$ cat config.mk
export PLATFORM = sky130hd
export DESIGN_NAME = mar_held_mem
export DESIGN_NICKNAME = d
export VERILOG_FILES = /design/src/design/mar_held_mem.sv
export SDC_FILE = /design/constraint.sdc
export NUM_CORES = 2
export LEC_CHECK = 0
export ABC_AREA = 1
export BUFFER_PORTS_ARGS = -buffer_cell sky130_fd_sc_hd__buf_2
export CORE_MARGIN = 1.5
export CORE_UTILIZATION = 30
export DETAILED_ROUTE_END_ITERATION = 10
export PLACE_DENSITY = 0.43
export SYNTH_ARGS = -nofsm -noshare
export SYNTH_HDL_FRONTEND = slang
export SYNTH_SLANG_ARGS = --single-unit
$ cat constraint.sdc
create_clock -name i_clk -period 5.2 [get_ports i_clk]
set_clock_uncertainty 0.2 [all_clocks]
set_input_delay 0.52 -clock i_clk [delete_from_list [all_inputs] [get_ports i_clk]]
set_output_delay 0.52 -clock i_clk [all_outputs]
set_load 0.01 [all_outputs]
$ cat src/design/mar_held_mem.sv
`timescale 1ns / 1ps
// ----------------------------------------------------------------------------
// mar_held_mem: held-note bitmap memory
// One row per channel and note bank, one read and one write port,
// registered read data.
// ----------------------------------------------------------------------------
module mar_held_mem #(
    parameter int ROWS   = 64,
    parameter int WIDTH  = 32,
    parameter int ADDR_W = 6
) (
    input  logic              i_clk,
    input  logic              i_rd_en,
    input  logic [ADDR_W-1:0] i_rd_addr,
    output logic [WIDTH-1:0]  o_rd_data,
    input  logic              i_wr_en,
    input  logic [ADDR_W-1:0] i_wr_addr,
    input  logic [WIDTH-1:0]  i_wr_data
);

    logic [WIDTH-1:0] r_mem [ROWS];
    logic [WIDTH-1:0] r_rd_data;

    // write port
    always_ff @(posedge i_clk) begin
        if (i_wr_en) begin
            r_mem[i_wr_addr] <= i_wr_data;
        end
    end

    // read port, registered
    always_ff @(posedge i_clk) begin
        if (i_rd_en) begin
            r_rd_data <= r_mem[i_rd_addr];
        end
    end

    assign o_rd_data = r_rd_data;

endmodule

==> flow_metrics.env <==
export IMPL_ioPinCount=79
export IMPL_grt_ovfl_total=0
export IMPL_cp_data_arrival_time_ns=3.57
export IMPL_wl_per_cell_um=25.3
export IMPL_cts_resized_gates=0
export IMPL_postPlaceCellArea_um2=87900
export IMPL_rows=192
export IMPL_route_detailed_drc=0
export IMPL_die_w_um=529
export IMPL_dieArea_um2=280000
export IMPL_antenna_found_initial=16
export IMPL_clock_latency_ns=0.90
export IMPL_root_buffer="clkbuf_16"
export IMPL_yosys_most_used_dff="edfxtp_1"
export IMPL_synth_async_sr_flop_share=0
export IMPL_drt_iter0_markers=4771
export IMPL_tightest_slew_ns=1.27
export IMPL_fill_cells=26900
export IMPL_cts_max_path_buffers=4
export IMPL_hold_viol=0
export IMPL_ys_types=15
export IMPL_synthTopCellsByArea="edfxtp_1, nand3_1, nand2_1"
export IMPL_grt_max_degree=197
export IMPL_synth_edff_count=2080
export IMPL_grt_use_total=0.190
export IMPL_min_period_ns=3.02
export IMPL_vias=52900
export IMPL_post_cts_buffers=0
export IMPL_drive_above_1_share=0.0839
export IMPL_initial_core_util=0.302
export IMPL_port_buffers=78
export IMPL_grt_pass1_vias=51200
export IMPL_power_frac_comb=0.061
export IMPL_clkPwrFrac=0.416
export IMPL_routed_wl_um=270000
export IMPL_hold_path_class="in -> reg"
export IMPL_power_frac_seq=0.524
export IMPL_die_h_um=529
export IMPL_power_switching_mw=8.32
export IMPL_cts_tree="done"
export IMPL_yosysSeqAreaShare=0.752
export IMPL_cts_num_sinks=2080
export IMPL_final_area_um2=94500
export IMPL_drt_pass1_iter_count=6
export IMPL_nets=6831
export IMPL_htreeDepth=4
export IMPL_criticalPathCategory="in -> reg"
export IMPL_finalPower_mw=35.7
export IMPL_fin_setup_tns_ns=0
export IMPL_endpoint_kind="flop"
export IMPL_syn2layout_area_growth_pct=13.8
export IMPL_syn_avg_cell_area_um2=12.3
export IMPL_ys_warn_count=0
export IMPL_ant_nets=0
export IMPL_gp_congestion=0.768
export IMPL_setup_viol=0
export IMPL_drv_cap=0
export IMPL_peakVddDrop_mv=0.276
export IMPL_synth_nets=6816
export IMPL_internal_power_mw=27.3
export IMPL_dp_hpwl_um=140000
export IMPL_clk_pin_slew_ns=0.06
export IMPL_ctsHoldBuffers=2
export IMPL_p_leak_nw=32.4
export IMPL_start_kind="input pin"
export IMPL_yosysMostFrequentCell="nand2_1"
export IMPL_ys_ff_latch=2080
export IMPL_max_freq_mhz=331
export IMPL_slew_violations=0
export IMPL_status="finished, final reports clean"
export IMPL_power_density_nw_per_um2=377
export IMPL_vias_per_cell=4.97
export IMPL_p_sw_frac=0.233
export IMPL_yosysTopAreaCell="edfxtp_1"
export IMPL_core_um2=275000
export IMPL_crit_fanout=110
export IMPL_cts_made_buffers=222
export IMPL_slew_headroom=0.151
export IMPL_synthCells=6769
export IMPL_rsz0062_at_grt="false"
export IMPL_grt_pass1_wl_um=387000
export IMPL_yosys_top_cells_count="nand2_1, edfxtp_1, nand3_1, buf_2, clkbuf_1"
export IMPL_min_period_over_period=0.581
export IMPL_required_ns=5.75
export IMPL_synth_area_um2=83100
export IMPL_synth_top_area_share=0.752
[through the flow]
step                cells  setup WS (ns)   util  hold WS (ns)
floorplan            6769          0.350      -         0.419
global placement    10200           1.35  0.320         0.652
detailed placement  10200           1.35  0.320         0.661
CTS                 10600           2.31  0.344        0.0107
global route        10600           2.19  0.344        0.0660
finish              10700           2.18  0.344        0.0452
[registers in the layout, summed over array words and instances, names as in the netlist]
signal / flops
r_mem: 2048
o_rd_data: 32
[area by class of cell]
type | instances | area (um2) | area share
multi-input cells | 4228 | 18800 | 0.199
clock inverters | 105 | 709 | 0.00750
flip-flops and latches | 2080 | 62500 | 0.661
clock buffers | 285 | 5830 | 0.0617
diodes | 15 | 37.5 | 0.000397
repair buffers | 240 | 2040 | 0.0215
inverters | 12 | 82.6 | 0.000873
well taps | 3686 | 4610 | 0.0488
[path summary, 6_finish.rpt]
path	from	cells after the start	endpoint	slack, ns
min	i_wr_data[22]	1	r_mem[2][22]	0.05
max	i_rd_addr[2]	9	o_rd_data[17]	2.18
min reg2reg	r_mem[10][8]	8	o_rd_data[8]	0.68
max reg2reg	r_mem[49][2]	8	o_rd_data[2]	3.22
[power groups by stage]
stage                     Clock, mW  Combinational (mW)  Sequential [mW]
after floorplan                   0                1.14             19.0
after global placement            0                2.20             19.0
after detailed placement          0                2.21             19.0
after CTS                      15.1                2.21             18.7
after global routing           15.8                2.37             18.7
final                          14.8                2.16             18.7
[layout by cell type (no fill, tap or decap)]
cell type and count:
buf_12 30, buf_2 69, buf_4 135, buf_6 1, buf_8 3, bufinv_16 8
clkbuf_1 61, clkbuf_16 224, clkinv_1 53, clkinv_2 36, clkinv_4 2, clkinv_8 1
clkinvlp_4 2, diode_2 15, dlygate4sd3_1 2, edfxtp_1 2080, inv_1 7, inv_16 2
inv_6 4, inv_8 2, nand2_1 2248, nand3_1 1907, nand4_1 9, nor2_4 56
nor4_2 8
[worst max-delay path, stage by stage]
cell and delay [ns]:
buf_8 0.18, inv_8 0.84, buf_12 0.63, nand3_1 0.22
nand2_1 0.14, nand2_1 0.06, nand3_1 0.11, nand3_1 0.30
nand2_1 0.17
[metal layers]
metal | vias up | track usage | part of all wire
met5 | - | 0 | 0.00016
met4 | 8 | 0.0549 | 0.027
met3 | 364 | 0.0271 | 0.050
met2 | 1350 | 0.314 | 0.48
met1 | 27000 | 0.258 | 0.44
li1 | 24200 | - | -
[logic make-up (layout without fill, tap and decap cells)]
group                  count (synthesis)  after routing  synth area share
and+or+nand+nor                     4228           4228             0.220
other                                  0             15                 0
buffers and inverters                461            642            0.0277
DFF                                 2080           2080             0.752
Note: power is estimated with default switching activity, not from simulation.
