File: config.mk
export PLATFORM = sky130hd
export DESIGN_NAME = mar_seq
export DESIGN_NICKNAME = d
export VERILOG_FILES = /design/src/design/mar_pkg.sv /design/src/design/mar_seq.sv
export SDC_FILE = /design/constraint.sdc
export NUM_CORES = 1
export LEC_CHECK = 0
export BUFFER_PORTS_ARGS = -buffer_cell sky130_fd_sc_hd__buf_4
export CAP_MARGIN = 20
export CORE_MARGIN = 2
export CORE_UTILIZATION = 52
export CTS_CLUSTER_SIZE = 30
export DETAILED_ROUTE_END_ITERATION = 7
export GPL_TIMING_DRIVEN = 0
export HOLD_SLACK_MARGIN = 0.05
export PLACE_DENSITY_LB_ADDON = 0.12
export SYNTH_ARGS = -nofsm -noshare
export SYNTH_HDL_FRONTEND = slang
export SYNTH_SLANG_ARGS = --single-unit
File: constraint.sdc
create_clock -name i_clk -period 3 [get_ports i_clk]
set_clock_uncertainty 0.2 [all_clocks]
set_input_delay 0.6 -clock i_clk [delete_from_list [all_inputs] [get_ports i_clk]]
set_output_delay 0.6 -clock i_clk [all_outputs]
set_load 0.1 [all_outputs]
File: src/design/mar_pkg.sv
`timescale 1ns / 1ps
// ----------------------------------------------------------------------------
// mar_pkg: shared types and constants of the MIDI arp event router
// Beat layouts, config struct, sequencer states and MIDI codes.
// ----------------------------------------------------------------------------
package mar_pkg;

    // midi status fields and message types
    localparam logic [7:0] MIDI_TYPE_MASK = 8'hf0;
    localparam logic [7:0] MIDI_CHAN_MASK = 8'h0f;
    localparam logic [7:0] MIDI_NOTE_ON   = 8'h90;
    localparam logic [7:0] MIDI_NOTE_OFF  = 8'h80;
    localparam logic [7:0] MIDI_CC        = 8'hb0;

    // operation codes of an input beat
    localparam logic OP_ROUTE = 1'b0;
    localparam logic OP_FLUSH = 1'b1;

    // result kinds
    localparam logic KIND_EXT = 1'b0;
    localparam logic KIND_INT = 1'b1;

    // arp modes
    localparam logic [1:0] ARP_INTERNAL = 2'd0;
    localparam logic [1:0] ARP_EXTERNAL = 2'd2;

    // config register indexes
    localparam int CFG_IDX_W  = 2;
    localparam int CFG_DATA_W = 7;
    localparam logic [CFG_IDX_W-1:0] REG_ARP_MODE  = 2'd0;
    localparam logic [CFG_IDX_W-1:0] REG_MORPH_EN  = 2'd1;
    localparam logic [CFG_IDX_W-1:0] REG_MORPH_NUM = 2'd2;

    // most results one flush may produce
    localparam int MAX_RESULTS = 32;

    typedef struct packed {
        logic [1:0] arp_mode;
        logic       morph_en;
        logic [6:0] morph_num;
    } t_cfg;

    typedef struct packed {
        logic        operation;
        logic        from_arp;
        logic [7:0]  status;
        logic [6:0]  data1;
        logic [6:0]  data2;
        logic [15:0] block_offset;
        logic [3:0]  flush_channel;
        logic [1:0]  flush_bank;
    } t_item;

    typedef struct packed {
        logic        kind;
        logic [7:0]  status;
        logic [6:0]  data1;
        logic [6:0]  data2;
        logic [15:0] offset;
        logic        play;
        logic        captured;
        logic [6:0]  mval;
        logic        last;
    } t_result;

    typedef enum logic [2:0] {
        ST_CLEAR,
        ST_IDLE,
        ST_EVAL,
        ST_INT,
        ST_FLUSH
    } t_state;

endpackage

File: src/design/mar_seq.sv
`timescale 1ns / 1ps
// ----------------------------------------------------------------------------
// mar_seq: routing sequencer
// Reads both bitmap rows at accept, decides the route, writes rows back and
// scans a bank bit by bit on flush. Drives the result register.
// ----------------------------------------------------------------------------
module mar_seq
    import mar_pkg::*;
#(
    parameter int CHANNELS        = 16,
    parameter int NOTES           = 128,
    parameter int FLUSH_BANK_SIZE = 32,
    parameter int ROW_W           = 6
) (
    input  logic                       i_clk,
    input  logic                       i_rst_n,
    input  logic                       i_start,
    output logic                       o_busy,
    input  t_item                      i_item,
    input  t_cfg                       i_cfg,
    output logic                       o_rd_en,
    output logic [ROW_W-1:0]           o_rd_addr,
    input  logic [FLUSH_BANK_SIZE-1:0] i_ext_rdata,
    input  logic [FLUSH_BANK_SIZE-1:0] i_int_rdata,
    output logic [ROW_W-1:0]           o_wr_addr,
    output logic                       o_ext_we,
    output logic [FLUSH_BANK_SIZE-1:0] o_ext_wdata,
    output logic                       o_int_we,
    output logic [FLUSH_BANK_SIZE-1:0] o_int_wdata,
    output t_result                    o_res,
    output logic                       o_res_vld
);

    localparam int BANKS  = (NOTES + FLUSH_BANK_SIZE - 1) / FLUSH_BANK_SIZE;
    localparam int ROWS   = CHANNELS * BANKS;
    localparam int WORD_W = FLUSH_BANK_SIZE;
    localparam int BIT_W  = (FLUSH_BANK_SIZE > 1) ? $clog2(FLUSH_BANK_SIZE) : 1;
    localparam int CALC_W = 12;
    localparam int ENT_W  = 14;
    localparam int CNT_W  = $clog2(MAX_RESULTS);

    // note -> {bank, position in bank}, built by counting at elaboration
    function automatic logic [128*ENT_W-1:0] f_note_tab();
        logic [128*ENT_W-1:0] tab;
        logic [6:0]           q;
        logic [6:0]           r;
        tab = '0;
        q   = '0;
        r   = '0;
        for (int n = 0; n < 128; n++) begin
            tab[n*ENT_W +: ENT_W] = {q, r};
            if (r == 7'(FLUSH_BANK_SIZE - 1)) begin
                r = '0;
                q = q + 7'd1;
            end else begin
                r = r + 7'd1;
            end
        end
        return tab;
    endfunction

    localparam logic [128*ENT_W-1:0] NOTE_TAB = f_note_tab();

    t_state              r_state, n_state;
    logic [ROW_W-1:0]    r_clr;
    t_item               r_item;
    logic [ROW_W-1:0]    r_row;
    logic [BIT_W-1:0]    r_pos;
    logic                r_ok;
    logic                r_play;
    logic [WORD_W-1:0]   r_word;
    logic [BIT_W-1:0]    r_idx;
    logic [CNT_W-1:0]    r_cnt;
    t_result             r_res, n_res;
    logic                r_res_vld, n_res_vld;

    logic                w_accept;
    logic [7:0]          w_ch8;
    logic [3:0]          w_ch;
    logic [ENT_W-1:0]    w_ent;
    logic [CALC_W-1:0]   w_ev_row;
    logic [CALC_W-1:0]   w_fl_row;
    logic                w_ev_ok;
    logic                w_fl_ok;
    logic [CALC_W-1:0]   w_row;
    logic                w_ok;

    logic [7:0]          w_type;
    logic                w_is_on;
    logic                w_is_off;
    logic                w_routed;
    logic                w_ext_bit;
    logic                w_int_bit;
    logic                w_ext_emit;
    logic                w_play;
    logic                w_morph;
    logic [WORD_W-1:0]   w_ext_upd;
    logic [WORD_W-1:0]   w_int_upd;

    logic                w_fl_bit;
    logic [WORD_W-1:0]   w_fl_clr;
    logic                w_fl_done;
    logic [7:0]          w_fl_note;

    // accept and row address of the incoming beat
    assign w_accept = i_start && (r_state == ST_IDLE);
    assign o_busy   = (r_state != ST_IDLE);
    assign w_ch8    = i_item.status & MIDI_CHAN_MASK;
    assign w_ch     = w_ch8[3:0];
    assign w_ent    = NOTE_TAB[int'(i_item.data1)*ENT_W +: ENT_W];
    assign w_ev_row = CALC_W'(w_ch) * CALC_W'(BANKS) + CALC_W'(w_ent[13:7]);
    assign w_fl_row = CALC_W'(i_item.flush_channel) * CALC_W'(BANKS)
                    + CALC_W'(i_item.flush_bank);
    assign w_ev_ok  = (5'(w_ch) < 5'(CHANNELS)) && (8'(i_item.data1) < 8'(NOTES));
    assign w_fl_ok  = (5'(i_item.flush_channel) < 5'(CHANNELS))
                   && (8'(i_item.flush_bank) < 8'(BANKS));
    assign w_row    = (i_item.operation == OP_FLUSH) ? w_fl_row : w_ev_row;
    assign w_ok     = (i_item.operation == OP_FLUSH) ? w_fl_ok : w_ev_ok;

    assign o_rd_en   = w_accept;
    assign o_rd_addr = w_row[ROW_W-1:0];

    // event classification on the held beat
    assign w_type     = r_item.status & MIDI_TYPE_MASK;
    assign w_is_on    = (w_type == MIDI_NOTE_ON) && (r_item.data2 != '0);
    assign w_is_off   = (w_type == MIDI_NOTE_OFF)
                     || ((w_type == MIDI_NOTE_ON) && (r_item.data2 == '0));
    assign w_routed   = r_item.from_arp && (i_cfg.arp_mode != ARP_INTERNAL);
    assign w_ext_bit  = r_ok && i_ext_rdata[r_pos];
    assign w_int_bit  = r_ok && i_int_rdata[r_pos];
    assign w_ext_emit = !w_is_off || w_ext_bit;
    assign w_morph    = i_cfg.morph_en && (w_type == MIDI_CC)
                     && (r_item.data1 == i_cfg.morph_num);

    // internal play decision
    always_comb begin
        if (i_cfg.arp_mode == ARP_EXTERNAL) begin
            priority if (w_is_on) begin
                w_play = 1'b0;
            end else if (w_is_off) begin
                w_play = w_int_bit;
            end else begin
                w_play = 1'b1;
            end
        end else begin
            w_play = 1'b1;
        end
    end

    // modified rows for note events
    always_comb begin
        w_ext_upd        = i_ext_rdata;
        w_ext_upd[r_pos] = w_is_on;
        w_int_upd        = i_int_rdata;
        w_int_upd[r_pos] = w_is_on;
    end

    // flush scan step
    assign w_fl_bit  = r_word[r_idx];
    assign w_fl_clr  = r_word & ~(WORD_W'(1) << r_idx);
    assign w_fl_done = (w_fl_clr == '0)
                    || (w_fl_bit && (r_cnt == CNT_W'(MAX_RESULTS - 1)))
                    || (r_idx == BIT_W'(WORD_W - 1));
    assign w_fl_note = 8'(r_item.flush_bank) * 8'(FLUSH_BANK_SIZE) + 8'(r_idx);

    // next state
    always_comb begin
        n_state = r_state;
        unique case (r_state)
            ST_CLEAR: begin
                if (r_clr == ROW_W'(ROWS - 1)) begin
                    n_state = ST_IDLE;
                end
            end
            ST_IDLE: begin
                if (w_accept) begin
                    n_state = ST_EVAL;
                end
            end
            ST_EVAL: begin
                if (r_item.operation == OP_FLUSH) begin
                    n_state = (r_ok && (i_ext_rdata != '0)) ? ST_FLUSH : ST_IDLE;
                end else if (w_routed && w_ext_emit) begin
                    n_state = ST_INT;
                end else begin
                    n_state = ST_IDLE;
                end
            end
            ST_INT: begin
                n_state = ST_IDLE;
            end
            ST_FLUSH: begin
                if (w_fl_done) begin
                    n_state = ST_IDLE;
                end
            end
            default: begin
                n_state = ST_IDLE;
            end
        endcase
    end

    // memory writes and result beats
    always_comb begin
        n_res       = '0;
        n_res_vld   = 1'b0;
        o_wr_addr   = r_row;
        o_ext_we    = 1'b0;
        o_ext_wdata = w_ext_upd;
        o_int_we    = 1'b0;
        o_int_wdata = w_int_upd;
        unique case (r_state)
            ST_CLEAR: begin
                o_wr_addr   = r_clr;
                o_ext_we    = 1'b1;
                o_ext_wdata = '0;
                o_int_we    = 1'b1;
                o_int_wdata = '0;
            end
            ST_EVAL: begin
                if (r_item.operation == OP_ROUTE) begin
                    if (w_routed) begin
                        o_ext_we  = r_ok && (w_is_on || w_is_off);
                        o_int_we  = r_ok && w_play && (w_is_on || w_is_off);
                        n_res_vld = 1'b1;
                        if (w_ext_emit) begin
                            n_res.kind   = KIND_EXT;
                            n_res.status = r_item.status;
                            n_res.data1  = r_item.data1;
                            n_res.data2  = r_item.data2;
                            n_res.offset = r_item.block_offset;
                        end else begin
                            n_res.kind = KIND_INT;
                            n_res.play = w_play;
                            n_res.last = 1'b1;
                        end
                    end else begin
                        n_res_vld      = 1'b1;
                        n_res.kind     = KIND_INT;
                        n_res.play     = !w_morph;
                        n_res.captured = w_morph;
                        n_res.mval     = w_morph ? r_item.data2 : '0;
                        n_res.last     = 1'b1;
                    end
                end
            end
            ST_INT: begin
                n_res_vld  = 1'b1;
                n_res.kind = KIND_INT;
                n_res.play = r_play;
                n_res.last = 1'b1;
            end
            ST_FLUSH: begin
                o_ext_we    = w_fl_done;
                o_ext_wdata = w_fl_clr;
                if (w_fl_bit) begin
                    n_res_vld    = 1'b1;
                    n_res.kind   = KIND_EXT;
                    n_res.status = MIDI_NOTE_OFF | {4'b0, r_item.flush_channel};
                    n_res.data1  = w_fl_note[6:0];
                    n_res.last   = w_fl_done;
                end
            end
            default: begin
            end
        endcase
    end

    // control registers
    always_ff @(posedge i_clk) begin
        if (!i_rst_n) begin
            r_state   <= ST_CLEAR;
            r_clr     <= '0;
            r_res_vld <= 1'b0;
        end else begin
            r_state   <= n_state;
            r_res_vld <= n_res_vld;
            if (r_state == ST_CLEAR) begin
                r_clr <= r_clr + ROW_W'(1);
            end
        end
    end

    // beat, scan and result payload
    always_ff @(posedge i_clk) begin
        r_res <= n_res;
        if (w_accept) begin
            r_item <= i_item;
            r_row  <= w_row[ROW_W-1:0];
            r_pos  <= w_ent[BIT_W-1:0];
            r_ok   <= w_ok;
        end
        if (r_state == ST_EVAL) begin
            r_play <= w_play;
            r_word <= i_ext_rdata;
            r_idx  <= '0;
            r_cnt  <= '0;
        end else if (r_state == ST_FLUSH) begin
            r_word <= w_fl_clr;
            r_idx  <= r_idx + BIT_W'(1);
            r_cnt  <= r_cnt + CNT_W'(w_fl_bit);
        end
    end

    assign o_res     = r_res;
    assign o_res_vld = r_res_vld;

endmodule
==> impl.org, run 1 <==
** Yosys
- Yosys mapped a number of flops with a built-in enable equal to 85.
- Synthesis produced a netlist with a net count of 1,012.
- Share of the yosys chip area belonging to registers :: 47.07%
- The synthesized netlist devotes 19.63% of its cell area to compound gates.
- Of the total synthesized cell area, the portion taken by AND, OR, NAND and NOR gates is 17.82%.
- Mean Syn Cell Area :: 9.507 um^2
- Post-synthesis register bit count :: 154
- Mux share of post-synthesis cell area :: 8.235%
- Instance count of the mapped netlist :: 879
- Share of synthesized registers carrying an async set or reset :: 0%
- Dominant combinational cell family by area after synthesis :: compound AO/OA/AOI/OAI gates
- The synthesized netlist devotes 1.497% of its cell area to adder and majority cells.
- In the synthesized netlist the dominant register cell turns out to be edfxtp_1.
- Post-synth design cell area :: 8357 um^2
- After Yosys synthesis, XOR and XNOR cells account for 1.572% of the synthesized area.
- Number of unique standard cell types used by synthesis :: 66
- The Yosys step of the flow raised 0 warnings.

** Floorplan
- Floorplan die width :: 130.8 um
- Placement Rows :: 46
- I/O pins :: 253
- Once the floorplan was initialized, standard cells occupied 52.99% of the core.
- Height of the chip :: 130.8 um

** Placement
- Once detailed placement completed, the half-perimeter wirelength came to 25,000 um.
- At the end of routability-driven placement, the weighted congestion stood at 1.051.
- Number of input and output port buffers inserted :: 252

** Timing
- Worst-path endpoint after global-route repair_timing :: o_ext_we
- Pin category terminating the worst setup path after the last repair :: primary output

** Clock network
- Root buffer cell :: clkbuf_16
- Cts-stage hold buffer count :: 0
- The H-tree generated during clock tree synthesis spans 4 levels.
- No sink is reached through more buffers than the 2 on the longest clock path.
- The number of clock buffers added by TritonCTS is 17.
- TritonCTS sink count :: 154

** Run status
- The flow did not finish.
- Terminating stage of the flow :: global routing
- The tool reported: "[ERROR GRT-0232] Routing congestion too high. Check the congestion heatmap in the GUI".

** Global routing
- Global routing usage summed across all routing layers :: 75.54%
- After global routing the overflow that remains totals 44.
- Maximum number of pins on one net before global-route repair :: 38
==> Yosys cell counts, drive strengths merged, types with 17 or more instances <==
cell	instances	area share (%)
o21ai	138	8.3
nand2	111	5.0
edfxtp	85	31
dfxtp	69	17
a21oi	43	2.6
nand3	39	2.3
clkbuf	35	1.6
nor2	34	1.6
mux2i	32	3.8
and3	29	2.2
buf	28	2.1
a21o	23	2.1
o22ai	19	1.4
and2	17	1.3
==> per-stage QoR <==
step / hold WS (ns) / area (um^2) / TNS (ns) / std cells / setup WS [ns]
after global placement: 0.2383 / 11170 / -48.37 / 1347 / -0.6857
after floorplan: 0.2355 / 9005 / -1.819 / 879 / -0.4366
after detailed placement: 0.2467 / 11200 / -37.16 / 1349 / -0.6663
after CTS: 0.1219 / 13680 / -29.55 / 1433 / -0.5352
==> per-layer routing <==
layer / global-route usage (%) / GRT overflow
met1: 74.17 / 3
met2: 90.29 / 19
met3: 68.08 / 2
met4: 67.65 / 20
met5: 40.29 / 0
==> cell families after synthesis <==
family	count (synthesis)
muxes	54
DFF	154
AOI/OAI and AO/OA	272
and+or+nand+nor	299
buffers and inverters	75
xor gates and xnor gates	15
adders and majority gates	10
==> what timing repair did <==
action                     CTS
pin swaps                   42
setup endpoints to repair  104
setup buffers               50
cloned                       4
gates resized for setup    338
==> run 2, diff against run 1 <==
Settings changed: CORE_UTILIZATION 52 to 40, CTS_CLUSTER_SIZE 30 to unset, HOLD_SLACK_MARGIN 0.05 to unset, PLACE_DENSITY_LB_ADDON 0.12 to 0.15.
==> impl.org, run 2 <==
** Yosys
- Share of the yosys chip area belonging to registers :: 47.07% (unchanged)
- The flip-flop and latch count after synthesis is 154 (unchanged).
- The number of nets in the synthesized netlist was 1,012 (unchanged).
- Instance count of the mapped netlist :: 879 (unchanged)
- The number of warnings issued by yosys is 0 (unchanged).
- The number of synthesized flops with an enable pin came to 85 (unchanged).
- Post-synth top area share :: 30.54% (unchanged)
- The async set-reset flop share out of synthesis is 0% (unchanged).
- Top cells by instance count after synthesis: o21ai_0 (134), nand2_1 (111), edfxtp_1 (85) (unchanged).
- Primary flip-flop cell chosen by synthesis mapping :: edfxtp_1 (unchanged)
- The mapped cell area is 8357 um^2 (unchanged).
- Top-count cell post-synth :: o21ai_0 (unchanged)
- The post-synthesis cell type count came to 66 (unchanged).
- Synth top area cells: edfxtp_1 (31%), dfxtp_1 (17%), o21ai_0 (8.0%), nand2_1 (5.0%), mux2i_1 (3.8%) (unchanged).
- Mean Syn Cell Area :: 9.507 um^2 (unchanged)
- The library cell occupying the most area in the post-synthesis netlist is edfxtp_1 (unchanged).

** Cells and area
- In the final layout, the share of cells above drive strength 1 is 50.12%.
- Post-route cell area :: 14,700 um^2
- Layout net count :: 1,379
- The area growth from synthesis to layout is 75.86%.
- 0 antenna diodes ended up in the layout.
- The finished layout holds 1,529 standard cells, fillers aside.
- Most common cell after layout, fill and taps aside :: buf_4
- Most used cells in the layout excluding fill and tap cells :: buf_4 (246), nand2_1 (100), o21ai_0 (98), edfxtp_1 (85), buf_12 (74)
- Max FFs per register :: 49

** Critical path
- Along the worst path, the maximum fanout reaches 10.
- Category of the critical setup timing path :: reg2out
- In this run the register-to-register setup slack is 0.12 ns.
- Reg-to-reg startpoint :: r_word[11]
- STA classifies the critical path startpoint as a register.
- RR Endpoint :: r_cnt[4]
- CP Launch Point :: r_item[29]
- Arrival time of data at the critical path endpoint :: 2.74 ns
- Critical Path RT :: 2.20 ns
- The worst setup path is captured at an output port.
- The critical path ends at o_int_we.
- Path depth of the worst reg2reg path :: 11

** Global routing
- The first global-routing pass estimated 54,130 um of wire.
- The via count of the first global-routing pass came to 8,834.
- In the global route stage, overall resource usage came out at 32.92%.
- Entering global routing, the biggest net connects 37 pins.
- Initial antenna violation count :: 0
- For this run the aggregate overflow at the end of global routing stands at 0.

** Floorplan
- Starting density of the core :: 41.04% (was 52.99%)
- Die outline area :: 22,060 um^2
- The die outline height is 148.5 um (was 130.8 um).
- Placement Rows :: 52 (was 46)
- Standard cell core area :: 20,360 um^2
- The I/O pin count came to 253 (unchanged).
- Floorplan die width :: 148.5 um (was 130.8 um)

** Timing
- Relative slew slack :: 38.79%
- Clock period minus final worst setup slack :: 3.536 ns
- Final period util :: 117.9%
- Count of endpoints failing hold in the final timing report :: 0
- Timing would allow up to 282.8 MHz.
- Final setup vio count :: 66
- Worst path setup slack after routing :: -0.5361 ns
- Number of pins exceeding their max-slew limit in the final report :: 0
- Setup repair after global routing could not meet its margin everywhere.
- At the pin with the least slew margin, the transition time is 0.9182 ns.
- On the final layout, the worst hold slack is 0.1262 ns.

** Routing
- For this block, the initial DRC count from the detailed router was 1,117.
- DRC violation count after routing :: 0
- The final route contains 9,325 vias.
- Number of nets with antenna violations after detailed routing :: 0
- In the final routed layout, each cell accounts on average for 25.03 um.
- DR vias/cell :: 6.099
- The first TritonRoute pass finished after 6 iterations.
- After detailed routing, the total wire length is 38,280 um.

** Power
- Dividing total power by cell area gives a power density of 332.5 nW/um^2.
- The completed layout was analyzed and its total power is 4.886 mW.
- The worst-case IR drop observed on VDD is 0.0003637 V.
- For this design the static power due to leakage is 5.526 nW.

** Hold path
- The path class of the tightest hold or removal check is in2reg.

** Placement
- Placed insts :: 1,404 (was 1,349)
- The HPWL after detailed placement was 26,470 um (was 25,000 um).
- The global placer's final weighted congestion came to 1.009 (was 1.051).
- The number of port buffers is 252 (unchanged).
- Cell Area, Placed :: 11,300 um^2 (was 11,200 um^2)

** Clock network
- Clock latency at the later pin of the worst-skew pair :: 0.44 ns
- Total clock buffers created by CTS :: 17 (unchanged)
- TritonCTS built the clock tree.
- The maximum clock path buffer count was 2 (unchanged).
- After clock tree synthesis, the clock-pin slew on the worst setup and hold paths is 0.09 ns.
- TritonCTS sink count :: 154 (unchanged)
- H-tree depth :: 4 (unchanged)
- Root buffer cell :: clkbuf_16 (unchanged)

** Run status
- Outcome :: finished with violations (was aborted with a tool error)
- Violated checks :: negative setup slack

** Flow run
- Across the run, the number of max-cap violations was 0.
==> run 2: cell counts after synthesis <==
Identical to the previous run, type by type.
==> run 2: area by class of cell <==
type	count	area [um^2]
buffer	60	478.0
clock buffer	17	425.4
clock inverter	15	211.5
fill	1451	5668
inverter	12	57.56
multi-input combinational	651	5559
sequential	154	3950
tap	270	337.8
timing repair buffer	350	3677
==> run 2: timing repair <==
action                     CTS  global route
pin swaps                   44            46
setup buffers               57            38
resized for setup          368           110
hold buffers                 0             0
setup endpoints to repair  104            75
gates cloned                 4             0
==> run 2: worst min-delay path by stage <==
stage / cells past startpoint / endpoint / slack [ns] / from
floorplan: 1 / o_res[40] / 0.24 / r_item[36]
global placement: 1 / o_res[43] / 0.24 / r_item[39]
detailed placement: 1 / o_res[41] / 0.24 / r_item[37]
CTS: 1 / r_item[24] / 0.13 / i_item[24]
global route: 1 / r_item[27] / 0.12 / i_item[27]
finish: 1 / r_item[30] / 0.13 / i_item[30]
==> run 2: routing by layer <==
metal,global-route usage [%],vias up,part of all wire [%]
li1,-,4006,-
met1,43.54,4432,37
met2,51.97,725,47
met3,7.761,162,11
met4,13.86,0,4.8
met5,0,-,0
==> run 2: report_power, final <==
part	internal [mW]	switching, mW
Combinational	0.163	0.214
Sequential	2.21	0.00454
Clock	1.16	1.14
Total	3.53	1.35
==> run 2: worst max-delay path: stages, from the launching register on <==
cell and delay [ns]:
edfxtp_1 0.41, buf_6 0.15, buf_8 0.16, mux2_2 0.36, nand2_1 0.09, o21ai_0 0.19, a221oi_2 0.29, o21ai_1 0.15
o22ai_4 0.19, o21ai_2 0.10, buf_12 0.19
==> run 2: cells by family after synthesis <==
group / Yosys count / synth area share [%]
simple gates: 299 / 17.82
buf+inv: 75 / 4.177
flops: 154 / 47.07
compound gates: 272 / 19.63
fa+ha+maj: 10 / 1.497
mux: 54 / 8.235
xor+xnor: 15 / 1.572
==> run 2: stage by stage <==
stage	setup WS [ns]	setup TNS, ns	util, %
finish	-0.5361	-25.01	72.17
global route	-0.5768	-28.70	72.17
CTS	-0.5370	-27.50	68.54
detailed placement	-0.7616	-35.15	55.47
global placement	-0.7525	-51.26	55.17
floorplan	-0.4366	-1.819	-
No activity file was read; power rests on OpenSTA's default activity.
==> run 3, diff against run 2 <==
Settings changed: SETUP_SLACK_MARGIN set to 0.5.
==> impl.org, run 3 (synthesis results as in run 2) <==
** Global routing
- The number of antenna violations at the first check in global routing came to 0 (unchanged).
- Aggregate global routing overflow :: 0 (unchanged)
- Wire length of the first global-routing pass :: 55,750 um (was 54,130 um)
- Via count of the first global-routing pass :: 9,229 (was 8,834)
- The maximum number of pins on one net before global-route repair is 38 (was 37).
- The total global-route track usage was 33.56% (was 32.92%).

** Timing
- The count of endpoints failing hold in the final timing report was 0 (unchanged).
- Setup repair after global routing missed its margin: yes (unchanged).
- Final period util :: 117.7% (was 117.9%)
- The final period demand of the worst path is 3.530 ns (was 3.536 ns).
- The maximum frequency from static timing analysis is 283.3 MHz (was 282.8 MHz).
- The max-slew violation total from the final report came to 0 (unchanged).
- Relative slew slack :: 26.77% (was 38.79%)
- Transition time at the pin with the least slew margin :: 1.098 ns (was 0.9182 ns)
- The minimum setup slack in the final design is -0.5295 ns (was -0.5361 ns).
- The final count of negative-setup-slack endpoints is 66 (unchanged).

** Clock network
- The maximum clock path buffer count is 2 (unchanged).
- The hold buffer count at cts was 0 (unchanged).
- Total clock buffers created by CTS :: 17 (unchanged)
- Clock transition at the register clock pins on the worst setup and hold paths after CTS :: 0.08 ns (was 0.09 ns)
- The clock tree from TritonCTS is done (unchanged).
- H-tree depth :: 4 (unchanged)
- Root buffer cell :: clkbuf_16 (unchanged)
- Clock latency at the later pin of the worst-skew pair :: 0.43 ns (was 0.44 ns)
- TritonCTS sink count :: 154 (unchanged)

** Placement
- Post-DP HPWL :: 26,080 um (was 26,470 um)
- Number of input and output port buffers inserted :: 252 (unchanged)
- Placed insts :: 1,403 (was 1,404)
- Cell Area, Placed :: 11,440 um^2 (was 11,300 um^2)
- Minimum setup slack after placement :: -0.6982 ns (was -0.7616 ns)
- Routability congestion estimate from global placement :: 1.021 (was 1.009)

** Critical path
- Arrival time of data at the critical path endpoint :: 2.73 ns (was 2.74 ns)
- Maximum fanout encountered on the critical timing path :: 5 (was 10)
- Sum of buffers and inverters on the critical path :: 3 (unchanged)
- The critical path capture point was o_ext_wdata[31] (was o_int_we).
- The source of the worst register-to-register timing path is r_idx[3] (was r_word[11]).
- Cell type group with the largest total delay on the critical path :: simple AND/OR/NAND/NOR gates (was compound AO/OA/AOI/OAI gates)
- Cell depth of the worst setup path :: 9 (was 10)
- Cell with the biggest individual delay on the critical path :: or4_4 (was edfxtp_1)
- The startpoint class of the critical path was a register (unchanged).
- The worst-case reg-to-reg path depth came to 13 (was 11).
- Worst-path cell chain :: or4_4 -> o41ai_4 -> buf_6 -> nor3_4 -> buf_6 -> nand3_4 -> a21o_1 -> o21ai_4 -> buf_12 (was buf_6 -> buf_8 -> mux2_2 -> nand2_1 -> o21ai_0 -> a221oi_2 -> o21ai_1 -> o22ai_4 -> o21ai_2 -> buf_12)
- The critical path start-end classification is reg2out (unchanged).
- The register-to-register path setup slack is 0.12 ns (about the same).
- The end of the worst register-to-register path is r_cnt[4] (unchanged).
- Critical Path RT :: 2.20 ns (about the same)
- Worst path most repeated cell :: buf_6
- The start point of the critical path was r_item[28] (was r_item[29]).
- The element type at the critical path end is an output port (unchanged).
- Delay contributed by the slowest stage of the critical path :: 0.57 ns (was 0.41 ns)

** Power
- The power density of the placed cells came to 318.5 nW/um^2 (was 332.5 nW/um^2).
- Leak pwr :: 5.811 nW (was 5.526 nW)
- The combinational group share of total power is 7.9% (was 7.7%).
- The switching power was 1.339 mW (was 1.355 mW).
- The overall power consumption is 4.883 mW (was 4.886 mW).
- The clock power share is 46.7% (was 46.9%).
- The maximum VDD drop was 0.0004489 V (was 0.0003637 V).
- The sequential share of power came to 45.4% (about the same).
- The fraction of power spent switching nets was 27.43% (was 27.73%).
- Cell internal power dissipation :: 3.544 mW (was 3.531 mW)

** Cells and area
- Non-filler cells in the finished layout :: 1,563 (was 1,529)
- Max FFs per register :: 49 (unchanged)
- Share of layout cells above drive strength 1 :: 54.22% (was 50.12%)
- The relative area change from synthesis to final layout was 83.44% (was 75.86%).
- Most common cell after layout, fill and taps aside :: buf_4 (unchanged)
- The total inserted antenna cells came to 0 (unchanged).
- Layout net count :: 1,413 (was 1,379)
- Most used cells in the layout excluding fill and tap cells :: buf_4 (263), o21ai_0 (95), nand2_1 (90), edfxtp_1 (85), buf_12 (75) (was buf_4 (246), nand2_1 (100), o21ai_0 (98), edfxtp_1 (85), buf_12 (74))
- The final design instance area without fill is 15,330 um^2 (was 14,700 um^2).
- The final core utilization came to 75.28% (was 72.17%).

** Floorplan
- Height of the chip :: 148.5 um (unchanged)
- The total die area is 22,060 um^2 (unchanged).
- The initial cell density of the core came to 41.04% (unchanged).
- Floorplan die width :: 148.5 um (unchanged)
- I/O pins :: 253 (unchanged)
- Standard cell core area :: 20,360 um^2 (unchanged)
- The number of core rows was 52 (unchanged).

** Routing
- The uppermost metal layer occupied by signal nets is met4 (unchanged).
- The post-detailed-route DRC marker count came to 0 (unchanged).
- The antenna violation net count after detailed routing is 0 (unchanged).
- The number of optimization iterations in the first detailed-route pass came to 5 (was 6).
- The number of vias per cell after detailed routing is 6.167 (was 6.099).
- The met3 layer wire length in the routed design was 4355 um (was 4296 um).
- First-iteration detailed-routing DRC count :: 1,175 (was 1,117)
- Via count :: 9,639 (was 9,325)
- WL met2 :: 18,080 um (was 17,810 um)
- Met1 wire length :: 14,730 um (was 14,330 um)
- Aggregate routed wire length :: 39,160 um (was 38,280 um)
- The average wire per cell in the routed design came to 25.05 um (was 25.03 um).

** Hold path
- The number of cells on the worst hold path is 1 (unchanged).
- Min-delay worst type :: in2reg (unchanged)

** Run status
- Outcome :: finished with violations (unchanged)
- Violated checks :: negative setup slack (unchanged)

** Flow run
- The total of max-cap violations is 0 (unchanged).
==> run 3: what timing repair did <==
action | CTS | global route
setup buffers | 85 | 35
cloned | 8 | 0
pin swaps | 66 | 57
resized for setup | 427 | 105
endpoints found under the setup margin | 171 | 156
==> run 3: how the worst min path moves through the flow <==
stage / startpoint / to
2_1_floorplan: r_item[36] / o_res[40]
3_3_place_gp: r_item[39] / o_res[43]
3_5_place_dp: r_item[39] / o_res[43]
4_1_cts: i_item[29] / r_item[29]
5_1_grt: i_item[19] / r_item[19]
6_report: i_item[29] / r_item[29]
==> run 3: routing by layer <==
layer,vias to the layer above,global-route usage (%)
li1,4068,-
met2,789,53.50
met4,0,14.29
met1,4610,44.35
met3,172,7.178
met5,-,0
==> run 3: area by class of cell <==
cell class	count	area, um^2
Multi-Input combinational cell	651	5759
Inverter	12	67.56
Clock inverter	15	211.5
Clock buffer	17	425.4
Timing Repair Buffer	381	4018
Fill cell	1301	5035
Buffer	63	555.5
Sequential cell	154	3955
Tap cell	270	337.8
==> run 3: stage by stage <==
step	hold slack (ns)	TNS [ns]
5_1_grt	0.1163	-29.34
2_1_floorplan	0.2355	-3.931
6_report	0.1402	-26.30
3_5_place_dp	0.2440	-34.64
4_1_cts	0.1259	-23.25
3_3_place_gp	0.2385	-51.26
==> run 3: power groups by stage <==
stage                     combinational (mW)  clock (mW)  sequential [mW]
after global routing                   0.401        2.40             2.22
after CTS                              0.367        2.30             2.22
after detailed placement               0.343           0             2.27
final                                  0.388        2.28             2.22
after global placement                 0.340           0             2.27
after floorplan                        0.148           0             2.27
==> run 4, diff against run 3 <==
Settings changed: CORE_MARGIN 2 to unset.
==> impl.org, run 4 (synthesis results as in run 2) <==
** Power
- The maximum VDD drop came to 0.0004141 V (was 0.0004489 V).
- Leak pwr :: 5.891 nW (was 5.811 nW)
- Post-layout total power :: 4.887 mW (was 4.883 mW)
- Total power density per cell area :: 313.5 nW/um^2 (was 318.5 nW/um^2)

** Critical path
- Type of element capturing the critical path :: output port (unchanged)
- Critical Path Source Type :: register (unchanged)
- The peak fanout along the critical path came to 10 (was 5).
- Path depth of the worst reg2reg path :: 14 (was 13)
- The source of the worst register-to-register timing path was r_idx[1] (was r_idx[3]).
- Category of the critical setup timing path :: reg2out (unchanged)
- Arrival time of data at the critical path endpoint :: 2.73 ns (about the same)
- The end of the worst register-to-register path is r_cnt[4] (unchanged).
- The register-to-register path setup slack was 0.12 ns (about the same).
- Worst-path cell chain: buf_6 -> buf_4 -> nand2b_1 -> clkbuf_2 -> o21ai_0 -> nand2_4 -> nand2_4 -> o21ai_4 -> buf_12 (was or4_4 -> o41ai_4 -> buf_6 -> nor3_4 -> buf_6 -> nand3_4 -> a21o_1 -> o21ai_4 -> buf_12).
- Delay contributed by the slowest stage of the critical path :: 0.50 ns (was 0.57 ns)
- The slowest cell on the critical path is o21ai_0 (was or4_4).
- Critical Path RT :: 2.20 ns (about the same)
- Worst path most repeated cell :: nand2_4 (was buf_6)

** Global routing
- The wire length of the first global-routing pass was 56,980 um (was 55,750 um).
- The total global-route track usage was 35.59% (was 33.56%).
- Initial antenna violation count :: 0 (unchanged)
- Aggregate global routing overflow :: 0 (unchanged)
- The via count of the first global-routing pass is 9,214 (was 9,229).
- The maximum number of pins on one net before global-route repair came to 23 (was 38).

** Clock network
- Root buffer cell :: clkbuf_16 (unchanged)
- The clock insertion delay at the later pin of the skew report was 0.44 ns (was 0.43 ns).
- The number of clock sinks seen by CTS was 154 (unchanged).
- Clock transition at the register clock pins on the worst setup and hold paths after CTS :: 0.08 ns (about the same)
- H-tree depth :: 4 (unchanged)
- The hold buffer count at cts came to 0 (unchanged).
- Deepest clock path buffer count :: 2 (unchanged)
- The number of clock buffers inserted by TritonCTS was 17 (unchanged).
- The clock tree from TritonCTS is done (unchanged).

** Timing
- Highest clock frequency the design can meet :: 283.0 MHz (was 283.3 MHz)
- Final period util :: 117.8% (was 117.7%)
- Clock period minus final worst setup slack :: 3.534 ns (was 3.530 ns)
- Worst path setup slack after routing :: -0.5342 ns (was -0.5295 ns)
- Post-route setup TNS :: -26.77 ns (was -26.30 ns)
- Number of pins exceeding their max-slew limit in the final report :: 0 (unchanged)
- Final setup vio count :: 66 (unchanged)
- The count of endpoints failing hold in the final timing report is 0 (unchanged).
- The transition at the pin with the smallest max-transition slack is 0.7187 ns (was 1.098 ns).
- Setup repair after global routing missed its margin :: yes (unchanged)
- The worst slew margin relative to its limit came to 51.83% (was 26.77%).

** Run status
- Outcome :: finished with violations (unchanged)
- Violated checks :: negative setup slack (unchanged)

** Cells and area
- Layout net count :: 1,418 (was 1,413)
- Max FFs per register :: 49 (unchanged)
- The total inserted antenna cells came to 0 (unchanged).
- Non-filler cells in the finished layout :: 1,568 (was 1,563)
- The fill cell total of the finished layout was 1,231 (was 1,301).
- Most used cells in the layout excluding fill and tap cells :: buf_4 (264), o21ai_0 (96), edfxtp_1 (85), nand2_1 (84), buf_12 (82) (was buf_4 (263), o21ai_0 (95), nand2_1 (90), edfxtp_1 (85), buf_12 (75))
- The relative area change from synthesis to final layout came to 86.51% (was 83.44%).
- Most common cell after layout, fill and taps aside :: buf_4 (unchanged)
- The share of post-route cells with drive strength above 1 came to 55.24% (was 54.22%).

** Routing
- Drt wl/cell :: 26.20 um (was 25.05 um)
- The number of vias per cell after detailed routing came to 6.220 (was 6.167).
- The post-detailed-route DRC marker count came to 0 (unchanged).
- Number of optimization iterations in the first detailed-route pass :: 6 (was 5)
- Number of nets with antenna violations after detailed routing :: 0 (unchanged)
- Via count :: 9,753 (was 9,639)
- The wire length reported by the detailed router came to 41,080 um (was 39,160 um).
- First-iteration detailed-routing DRC count :: 1,236 (was 1,175)

** Floorplan
- I/O pins :: 253 (unchanged)
- The initial cell density of the core was 41.04% (unchanged).
- Standard cell core area :: 20,360 um^2 (unchanged)
- The die outline height is 146.5 um (was 148.5 um).
- Floorplan die width :: 146.5 um (was 148.5 um)
- The number of core rows is 52 (unchanged).
- The total die area was 21,470 um^2 (was 22,060 um^2).

** Placement
- Post-DP HPWL :: 26,130 um (was 26,080 um)
- The placed instance count was 1,403 (unchanged).
- The number of port buffers was 252 (unchanged).
- The global placer's final weighted congestion came to 0.9822 (was 1.021).

** Hold path
- The hold-critical path endpoint was r_item[18] (was r_item[29]).
- The critical hold path startpoint is i_item[18] (was i_item[29]).
- The number of cells on the worst hold path was 1 (unchanged).
- The worst min-delay path category is in2reg (unchanged).

** Flow run
- The total of max-cap violations is 0 (unchanged).
==> run 4: cell types whose count changed in the layout (fill, tap and decap cells not counted), moves of 4 or more <==
cell | before | now
nand2_1 | 90 | 84
buf_12 | 75 | 82
nand3_2 | 8 | 3
o21ai_1 | 8 | 4
nand3_4 | 22 | 28
nand2_2 | 18 | 11
nand2_4 | 3 | 14
o21ai_2 | 10 | 16
==> run 4: metal layers <==
layer	wire length, um	global-route usage, %
met1	14760	45.20
met2	20010	58.31
met3	4220	7.094
met4	2088	16.35
met5	0	0
==> run 4: timing repair <==
item,in CTS,in global routing
gates cloned,9,2
setup buffers,87,35
endpoints found under the setup margin,164,195
gates resized for setup,440,142
pin swaps,88,51
==> run 4: worst max path at each step <==
stage	start	to	slack [ns]	depth (start not counted)
after floorplan	r_item[24]	o_ext_wdata[11]	-0.24	7
after global placement	r_state[0]	r_word[26]	-0.91	5
after detailed placement	r_item[24]	o_ext_wdata[18]	-0.68	8
after CTS	r_item[27]	o_ext_wdata[25]	-0.45	9
after global routing	r_item[28]	o_ext_wdata[18]	-0.57	9
final	r_item[29]	o_ext_wdata[2]	-0.53	9
==> run 4: final cells by class <==
| cell class | instances | area, um^2 | share of cell area, % |
|---|---|---|---|
| inverter | 12 | 72.57 | 0.4656 |
| clock buffer | 17 | 425.4 | 2.729 |
| buffer | 63 | 570.5 | 3.661 |
| timing repair buffer | 385 | 4114 | 26.39 |
| sequential | 154 | 3961 | 25.42 |
| tap | 270 | 337.8 | 2.167 |
| clock inverter | 15 | 214.0 | 1.373 |
| multi-input combinational | 652 | 5891 | 37.79 |
==> run 4: per-stage QoR <==
stage,worst slack [ns],cell area (um^2),util (%),hold slack [ns]
global placement,-0.9135,11390,55.93,0.2372
CTS,-0.4476,14760,72.47,0.1296
detailed placement,-0.6764,11440,56.16,0.2426
floorplan,-0.2417,9160,-,0.2355
finish,-0.5342,15590,76.54,0.1251
global route,-0.5713,15590,76.54,0.1157
==> run 4: worst max-delay path: cells and delay by family (launching register included) <==
| family | cells | cell delay, ns |
|---|---|---|
| buffers and inverters | 4 | 0.82 |
| and+or+nand+nor | 3 | 0.48 |
| AOI/OAI and AO/OA | 2 | 0.56 |
| DFF | 1 | 0.42 |
==> run 4: report_power, final <==
part / switching (mW) / internal, mW / total (mW)
Combinational: 0.220 / 0.173 / 0.393
Sequential: 0.00699 / 2.21 / 2.22
Clock: 1.12 / 1.16 / 2.28
Total: 1.35 / 3.54 / 4.89
